==> src/mrta_ram.sv <==
// ----------------------------------------------------------------------------
// mrta_ram
// Generic single-write, single-read RAM with registered read data.
// ----------------------------------------------------------------------------
module mrta_ram #(
  parameter int WIDTH = 8,
  parameter int DEPTH = 16
) (
  input  logic                                      clk,
  input  logic                                      we,
  input  logic [((DEPTH > 1) ? $clog2(DEPTH) : 1)-1:0] waddr,
  input  logic [WIDTH-1:0]                          wdata,
  input  logic [((DEPTH > 1) ? $clog2(DEPTH) : 1)-1:0] raddr,
  output logic [WIDTH-1:0]                          rdata
);
  logic [WIDTH-1:0] mem [DEPTH];

  always_ff @(posedge clk) begin
    if (we) begin
      mem[waddr] <= wdata;
    end
    rdata <= mem[raddr];
  end
endmodule

==> config.mk <==
export PLATFORM = sky130hd
export DESIGN_NAME = mrta_ram
export DESIGN_NICKNAME = d
export VERILOG_FILES = /design/src/mrta_ram.sv
export SDC_FILE = /design/constraint.sdc
export NUM_CORES = 1
export LEC_CHECK = 0
export BUFFER_PORTS_ARGS = -buffer_cell sky130_fd_sc_hd__clkbuf_2
export CAP_MARGIN = 20
export CORE_ASPECT_RATIO = 0.9
export CORE_MARGIN = 4
export CORE_UTILIZATION = 45
export CTS_CLUSTER_SIZE = 16
export DETAILED_ROUTE_END_ITERATION = 6
export PLACE_DENSITY = 0.59
export SYNTH_ARGS = -nofsm -noshare
export SYNTH_HDL_FRONTEND = slang
export SYNTH_SLANG_ARGS = --single-unit
==> constraint.sdc <==
create_clock -name clk -period 2.2 [get_ports clk]
set_clock_uncertainty 0.2 [all_clocks]
set_input_delay 0.22 -clock clk [delete_from_list [all_inputs] [get_ports clk]]
set_output_delay 0.22 -clock clk [all_outputs]
set_load 0.02 [all_outputs]
==> summary.md <==
| Metric | Value |
|---|---|
| Final number of setup-violating endpoints | 0 |
| Clk buf depth | 2 |
| Layout cells sized above 1 | approximately a third |
| Outcome | completed |
| Fin. Hold Viols | 0 |
| Row cnt | 36 |
| Global Route Usage Sum | 16.1% |
| WL per Instance | 21.1 µm |
| Largest net degree at the start of global routing | 19 |
| Die Area | between 10000 and 15000 µm² |
| # H-tree levels | 4 |
| Max cap viols | 0 |
| Antenna-violating nets left | 0 |
| Clock power share | approximately half |
| Net Sw Frac | a little under a fifth |
| Post-CTS Hold Buffers | 0 |
| Hold EP | mem[9][6]$_DFFE_PP_ |
| Synth Cell Area | 5150 µm² |
| Peak VDD IR | ~0.48 mV |
| Routed WL | 9.50 mm |
| Ports | 26 |
| Post-CTS Setup Inserts | 0 |
| Req. time, crit path | roughly 2.3 ns |
| Synth unique cells | 19 |
| Antenna violations before repair | 0 |
| Clk Tree Root Cell | clkbuf_16 |
| RSZ-0062 raised after global routing | no |
| Routability congestion estimate | about 0.75 |
| Pleak | 0.00216 µW |
| FF-to-FF path depth | 3 |
| Max-slew violation count | 0 |
| Crit share post-route | ~70% |
| DR iter-0 viols | 257 |
| ANT cells | 0 |
| CTS tree | yes |
| Setup TNS Final | 0 ns |
| Slew margin rel. | roughly 73% |
| Seq pwr share | between 40 and 50% |
| DRT Pass-1 Iters | 5 |
| Main area contributors after synthesis | edfxtp_1 (75%), mux4_2 (7.9%), mux4_1 (7.1%) |
| Worst hold path class | input port to flop |
| Vias per cell | around 5.3 |
| Crit Path Class | flop to flop |
| CP arrival | ~1.7 ns |
| Cell Int Power | about 5200 µW |
| Power, Total | ~6400 µW |
| CTS resizes | 0 |
| Vias in the first global route | between 2k and 3k |
| Nets | around 300 |
| Clock insertion delay at the later pin of the skew report | approximately 0.4 ns |
| Warnings from Yosys | 0 |
| Synth-to-layout area growth | 21.7% |
| Clock Sink Count | approximately 140 |
| Core area | roughly 11000 µm² |
| Worst r2r src | mem[1][0]$_DFFE_PP_ |
| Hold-critical path depth | 1 |
| Mapped Avg Cell Area | approximately 22 µm² |
| Largest fanout on the critical path | 1 |
| R2r setup slk | 0.64 ns |
| Post-synthesis net count | 247 |
| Switch Pwr | approximately 1200 µW |
| Min-delay src | wdata[6] |
| Post-synth top area cell | edfxtp_1 |
| Sequential area share after synthesis | between 70 and 80% |
| Vias | ~2.4k |
| Num CTS Buffers | 17 |
| Initial Util | 46.8% |
| HPWL Detailed | roughly 6.2 mm |
| Worst setup SP type | flop |
| Fin crit period | 1.56 ns |
| DRC | 0 |
| Gr ovfl total | 0 |
| Worst Max-Slew Pin Slew | between 0.4 and 0.5 ns |
| Flop and latch count out of synthesis | around 140 |
| Die height | 109 µm |
| Synth top area share | around three quarters |
| Worst setup EP type | flop |
| Combinational share of power | approximately 4.4% |
| Post-Syn Instances | between 200 and 250 |
| Port bufs | 25 |
| Max Clock Freq | roughly 0.64 GHz |
| DIE WIDTH | 121 µm |
| Pwr dens | 1030 nW/µm² |
| Worst-path clk slew | roughly 0.06 ns |
| Reg2reg end | rdata[0]$_DFF_P_ |
| First-pass GRT wire length | approximately 15 mm |
## area by class of cell
cell class                      count  area, µm²
Clock buffer                       21        470
Clock inverter                     11        218
Fill cell                         855       4730
Multi-Input combinational cell     83       1060
Sequential cell                   136       4000
Tap cell                          152        190
Timing Repair Buffer               48        323
## layer usage
metal	GRT usage (%)	wire length (µm)
met1	23.0	4450
met2	24.5	4610
met3	4.58	338
met4	4.85	96
met5	0	0
## layout by cell type (no fill, tap or decap)
cell type / instances
edfxtp_1: 128
and2b_1: 1
clkinv_4: 2
mux4_1: 14
nor2b_1: 1
a22oi_1: 16
nand3b_1: 2
buf_4: 21
and2_1: 1
clkbuf_2: 25
nand2_1: 9
nor2_1: 13
clkbuf_1: 1
nand3_1: 1
clkinvlp_4: 2
mux4_2: 18
buf_12: 2
nor3_1: 4
bufinv_16: 6
dfxtp_1: 8
or3b_2: 1
nand2b_1: 2
clkbuf_8: 3
clkinv_2: 1
clkbuf_16: 17
## sequential cells by signal, summed over array words and instances, names as in the netlist
name and count:
mem 128, rdata 8
## through the flow
stage	hold WS [ns]	setup WS (ns)	area, µm²	utilization [%]	cells
2_1_floorplan	0.119	0.287	5150	-	229
3_3_place_gp	0.441	0.326	5570	50.7	419
3_5_place_dp	0.442	0.333	5570	50.7	419
4_1_cts	0.0319	0.593	6260	57.0	451
5_1_grt	0.0543	0.565	6260	57.0	451
6_report	0.0374	0.639	6260	57.0	451
## synth_stat cells
master / count
mux4_1: 14
nand2_1: 9
or3b_2: 1
buf_6: 3
and2_1: 1
a22oi_1: 16
and2b_1: 1
nand3b_1: 2
edfxtp_1: 128
nor2_1: 13
mux4_2: 18
nand3_1: 1
nor2b_1: 1
nand2b_1: 2
buf_2: 3
nor3_1: 4
buf_4: 1
clkdlybuf4s25_2: 3
dfxtp_1: 8
## kinds of logic (layout without fill, tap and decap cells)
group / after synthesis / after routing / synth area share, %
AO/OA/AOI/OAI: 16 / 16 / 2.33
buffers and inverters: 10 / 80 / 1.68
flip-flops: 136 / 136 / 77.8
multiplexers: 32 / 32 / 15.0
AND/OR/NAND/NOR: 35 / 35 / 3.18
## worst max-delay path by stage
stage                                   start                   to  cells past startpoint
after floorplan                      waddr[2]  mem[0][0]$_DFFE_PP_                      2
after global placement               raddr[0]     rdata[0]$_DFF_P_                      5
after detailed placement             raddr[0]     rdata[0]$_DFF_P_                      5
after CTS                 mem[1][0]$_DFFE_PP_     rdata[0]$_DFF_P_                      3
after global routing      mem[1][0]$_DFFE_PP_     rdata[0]$_DFF_P_                      3
final                     mem[1][0]$_DFFE_PP_     rdata[0]$_DFF_P_                      3
## worst max-delay path: stages, from the launching register on
cell	delay (ns)
edfxtp_1	0.37
mux4_1	0.51
a22oi_1	0.28
nand2_1	0.09
## power groups by stage
| stage | clock [µW] | combinational [µW] | sequential, µW |
|---|---|---|---|
| floorplan | 0 | 147 | 2980 |
| global placement | 0 | 289 | 2970 |
| detailed placement | 0 | 292 | 2970 |
| CTS | 3270 | 292 | 2920 |
| global route | 3390 | 314 | 2920 |
| finish | 3220 | 284 | 2920 |
(Power assumes the default switching activity.)
