File: config.mk
export PLATFORM = sky130hd
export DESIGN_NAME = mrta_div
export DESIGN_NICKNAME = d
export VERILOG_FILES = /design/src/mrta_div.sv
export SDC_FILE = /design/constraint.sdc
export NUM_CORES = 1
export LEC_CHECK = 0
export ABC_AREA = 1
export BUFFER_PORTS_ARGS = -buffer_cell sky130_fd_sc_hd__buf_2
export CORE_ASPECT_RATIO = 1.5
export CORE_MARGIN = 8
export CORE_UTILIZATION = 25
export CTS_CLUSTER_SIZE = 14
export DETAILED_ROUTE_END_ITERATION = 6
export GPL_TIMING_DRIVEN = 0
export SYNTH_ARGS = -nofsm -noshare
export SYNTH_HDL_FRONTEND = slang
export SYNTH_SLANG_ARGS = --single-unit
File: constraint.sdc
create_clock -name clk -period 2.4 [get_ports clk]
set_clock_uncertainty 0.15 [all_clocks]
set_input_delay 0.48 -clock clk [delete_from_list [all_inputs] [get_ports clk]]
set_output_delay 0.48 -clock clk [all_outputs]
set_load 0.03 [all_outputs]
File: src/mrta_div.sv
// ----------------------------------------------------------------------------
// mrta_div
// Restoring divider, one quotient bit per cycle, 16-bit divisor.
// ----------------------------------------------------------------------------
module mrta_div #(
  parameter int DW = 34
) (
  input  logic          clk,
  input  logic          rst_n,
  input  logic          start,
  input  logic [DW-1:0] dividend,
  input  logic [15:0]   divisor,
  output logic          done,
  output logic [DW-1:0] quo,
  output logic [15:0]   rem
);
  localparam int NW = $clog2(DW + 1);

  logic [NW-1:0] cnt_r, cnt_nxt;
  logic          done_r, done_nxt;
  logic [DW-1:0] quo_r, quo_nxt;
  logic [15:0]   rem_r, rem_nxt;
  logic [15:0]   dvs_r, dvs_nxt;
  logic [16:0]   trial;

  always_comb begin
    cnt_nxt  = cnt_r;
    done_nxt = 1'b0;
    quo_nxt  = quo_r;
    rem_nxt  = rem_r;
    dvs_nxt  = dvs_r;
    trial    = {rem_r, quo_r[DW-1]};
    if (start) begin
      cnt_nxt = NW'(DW);
      quo_nxt = dividend;
      rem_nxt = '0;
      dvs_nxt = divisor;
    end else if (cnt_r != '0) begin
      if (trial >= {1'b0, dvs_r}) begin
        rem_nxt = 16'(trial - {1'b0, dvs_r});
        quo_nxt = {quo_r[DW-2:0], 1'b1};
      end else begin
        rem_nxt = trial[15:0];
        quo_nxt = {quo_r[DW-2:0], 1'b0};
      end
      cnt_nxt = cnt_r - 1'b1;
      if (cnt_r == NW'(1)) begin
        done_nxt = 1'b1;
      end
    end
  end

  always_ff @(posedge clk) begin
    if (!rst_n) begin
      cnt_r  <= '0;
      done_r <= 1'b0;
    end else begin
      cnt_r  <= cnt_nxt;
      done_r <= done_nxt;
    end
  end

  always_ff @(posedge clk) begin
    quo_r <= quo_nxt;
    rem_r <= rem_nxt;
    dvs_r <= dvs_nxt;
  end

  assign done = done_r;
  assign quo  = quo_r;
  assign rem  = rem_r;
endmodule

==> load_flow_metrics.sql <==
INSERT INTO impl_metrics (metric_group, metric, value, unit) VALUES
('worst_setup_path', 'worst-setup-path-type', 'reg2reg', ''),
('cts', 'tritoncts.num_buffers', '9', ''),
('floorplanning', 'effective_utilization_at_floorplan', '25.54', '%'),
('grt', 'grt_pass1_wl', '19.18', 'mm'),
('floorplanning', 'rows', '57', ''),
('worst_setup_path', 'worst_path_max_delay_cell', 'ha_1', ''),
('grt', 'globalRouteMet3Util', '4.500', '%'),
('cts', 'cts_tree', 'yes', ''),
('cts', 'root_buffer_selected_by_cts', 'clkbuf_16', ''),
('power_and_ir_drop', 'power.density', '1177', 'nW/um2'),
('worst_setup_path', 'critPathLaunchType', 'flip-flop', ''),
('power_and_ir_drop', 'power.ir.vdd_worst', '0.4216', 'mV'),
('placement', 'gp_congestion', '0.8947', ''),
('flow_run', 'drv.max_cap_violation_count', '0', ''),
('min_path', 'worst_hold_path_type', 'in2reg', ''),
('worst_setup_path', 'worst-endpoint-required', '2.48', 'ns'),
('grt', 'gr-usage-met1', '11.33', '%'),
('finish', 'post-route-util', '32.55', '%'),
('grt', 'grt_max_degree', '21', ''),
('finish', 'num_antenna_cells', '0', ''),
('worst_setup_path', 'worstPathArrival', '2.30', 'ns'),
('sta', 'layout_min_cycle_time', '2.219', 'ns'),
('logic_synthesis', 'syn_area_per_cell', '7.588', 'um2'),
('logic_synthesis', 'synthesis.yosys.warnings', '0', ''),
('floorplanning', 'die_area', '21000', 'um2'),
('cts', 'cts_max_level', '3', ''),
('worst_setup_path', 'critPathMostFrequentCell', 'nand2_1', ''),
('grt', 'grt_overflow', '0', ''),
('floorplanning', 'die_h', '173.5', 'um'),
('routing', 'route.antenna.remaining_nets', '0', ''),
('logic_synthesis', 'netlist-cell-type-count', '29', ''),
('grt', 'groute.layer.met2.usage', '21.65', '%'),
('worst_setup_path', 'cpPeakStageDelay', '0.37', 'ns'),
('logic_synthesis', 'synth_cells', '545', ''),
('placement', 'placement.io_buffers', '103', ''),
('logic_synthesis', 'postSynth.topFlopCell', 'edfxtp_1', ''),
('finish', 'mostFrequentLayoutCells', 'nand2_1 (230), buf_2 (105), inv_1 (74)', ''),
('routing', 'via_count', '3703', ''),
('finish', 'drive_above_1_share', '20.78', '%'),
('logic_synthesis', 'synthArstFlopShare', '0', '%'),
('sta', 'setup_tns', '0', 'ns'),
('logic_synthesis', 'synth_sequential_area_ratio', '47.44', '%'),
('finish', 'layout.cells.non_filler', '875', ''),
('run_status', 'status', 'finished clean', ''),
('sta', 'report.final.slew_viol_count', '0', ''),
('logic_synthesis', 'synth_area', '4135', 'um2'),
('floorplanning', 'design.core.area', '16190', 'um2'),
('routing', 'remaining_routing_drc_violations', '0', ''),
('sta', 'timing.final.hold_violations', '0', ''),
('sta', 'timing.slew.headroom', '57.65', '%'),
('finish', 'finish.instance_area', '5270', 'um2'),
('routing', 'drt-initial-drc-count', '126', ''),
('grt', 'grt_pass1_vias', '3708', ''),
('cts', 'postCtsHoldBufs', '0', ''),
('grt', 'grt_antenna_before_repair', '0', ''),
('sta', 'final_period_utilization', '92.46', '%'),
('worst_setup_path', 'critPathCaptureType', 'flip-flop', ''),
('cts', 'clock-sinks', '73', ''),
('placement', 'dpl.cell_count', '854', ''),
('floorplanning', 'die_w', '121.0', 'um'),
('grt', 'grt-busiest-layer', 'met2', ''),
('finish', 'nFillCells', '1754', ''),
('worst_setup_path', 'worstPathMaxFanout', '10', ''),
('routing', 'wl_per_cell', '13.80', 'um'),
('routing', 'dr.pass1.iters', '5', ''),
('worst_setup_path', 'critical-path-top-delay-family', 'simple AND/OR/NAND/NOR gates', ''),
('logic_synthesis', 'synth_edf_count', '50', ''),
('worst_setup_path', 'crit_chain', 'inv_1 > ha_1 > nand2_1 > nor2_1 > nand4_1 > nand3_2 > inv_4 > nand2_4 > buf_6 > nand2_1 > nand3_1 > nand2_1', ''),
('grt', 'groute.usage.overall', '11.82', '%'),
('logic_synthesis', 'synth_nets', '618', ''),
('finish', 'layout.nets', '737', '');
[cell usage after synthesis, types with 3 or more instances]
library cell / instances / area, um2
nand2_1: 230 / 863.3
inv_1: 75 / 281.5
edfxtp_1: 50 / 1501
nor2_1: 44 / 165.2
nand3_1: 33 / 165.2
dfxtp_1: 23 / 460.4
ha_1: 19 / 237.7
a21oi_1: 11 / 55.05
o21ai_0: 11 / 55.05
clkbuf_1: 8 / 30.03
xnor2_1: 7 / 61.31
nand4_1: 4 / 25.02
nor2_2: 3 / 18.77
o21ai_1: 3 / 15.01
xor2_1: 3 / 26.28
[repair_timing]
item,CTS,global route
pin swaps,0,1
gates resized for setup,2,1
setup endpoints to repair,35,7
buffers inserted,4,0
gates cloned,1,0
[power by group]
group | leakage, nW | internal (mW) | switching, mW | total [mW]
clock | 0.146 | 0.909 | 0.527 | 1.44
combinational | 1.92 | 0.949 | 1.95 | 2.90
sequential | 0.711 | 1.66 | 0.210 | 1.87
total | 2.78 | 3.51 | 2.69 | 6.20
[final timing paths]
kind	start	endpoint	slack, ns	cells after the start
worst max-delay path	dvs_r[4]	rem[3]	0.18	12
worst min-delay path	divisor[5]	dvs_r[5]	0.16	1
worst max register to register	dvs_r[4]	rem[3]	0.18	12
worst min register to register	cnt_r[3]	cnt_r[3]	0.33	2
[metal layers]
metal	share of wire, %	up-vias
met5	0	-
met4	2.3	0
met3	7.4	16
met2	53	99
met1	37	1650
li1	-	1938
[cell type report]
class | instances | area (um2) | share of cell area [%]
flip-flops and latches | 73 | 1962 | 37.23
inverters | 77 | 295.3 | 5.603
repair inverters | 1 | 7.507 | 0.1425
well taps | 206 | 257.7 | 4.891
clock buffers | 11 | 232.7 | 4.416
clock inverters | 5 | 80.08 | 1.519
plain buffers | 12 | 62.56 | 1.187
repair buffers | 107 | 545.5 | 10.35
multi-input cells | 383 | 1827 | 34.66
[through the flow]
step | setup slack (ns) | power [mW]
finish | 0.1811 | 6.203
global placement | -0.3754 | 4.772
floorplan | 0.2631 | 3.973
global route | 0.003058 | 6.700
detailed placement | -0.4232 | 4.794
CTS | 0.09063 | 6.277
[worst reg2reg max path: cells and delay by family (launching register included)]
| kind | cells | cell delay [ns] |
|---|---|---|
| fa+ha+maj | 1 | 0.37 |
| simple gates | 8 | 0.99 |
| flops | 1 | 0.32 |
| buf+inv | 3 | 0.28 |
[registers in the layout (all words and copies together), names as in the netlist]
signal,cells
quo,34
dvs_r,16
rem,16
cnt_r,6
done,1
[cell families (layout without fill, tap and decap cells)]
logic type      after synthesis  count (layout)  synth area share [%]
fa+ha+maj                    20              20                 6.233
flops                        73              73                 47.44
compound gates               27              27                 3.419
buf+inv                      89             213                 8.563
simple gates                326             326                 32.22
xor+xnor                     10              10                 2.118
Power figures use the tool's default switching activity.
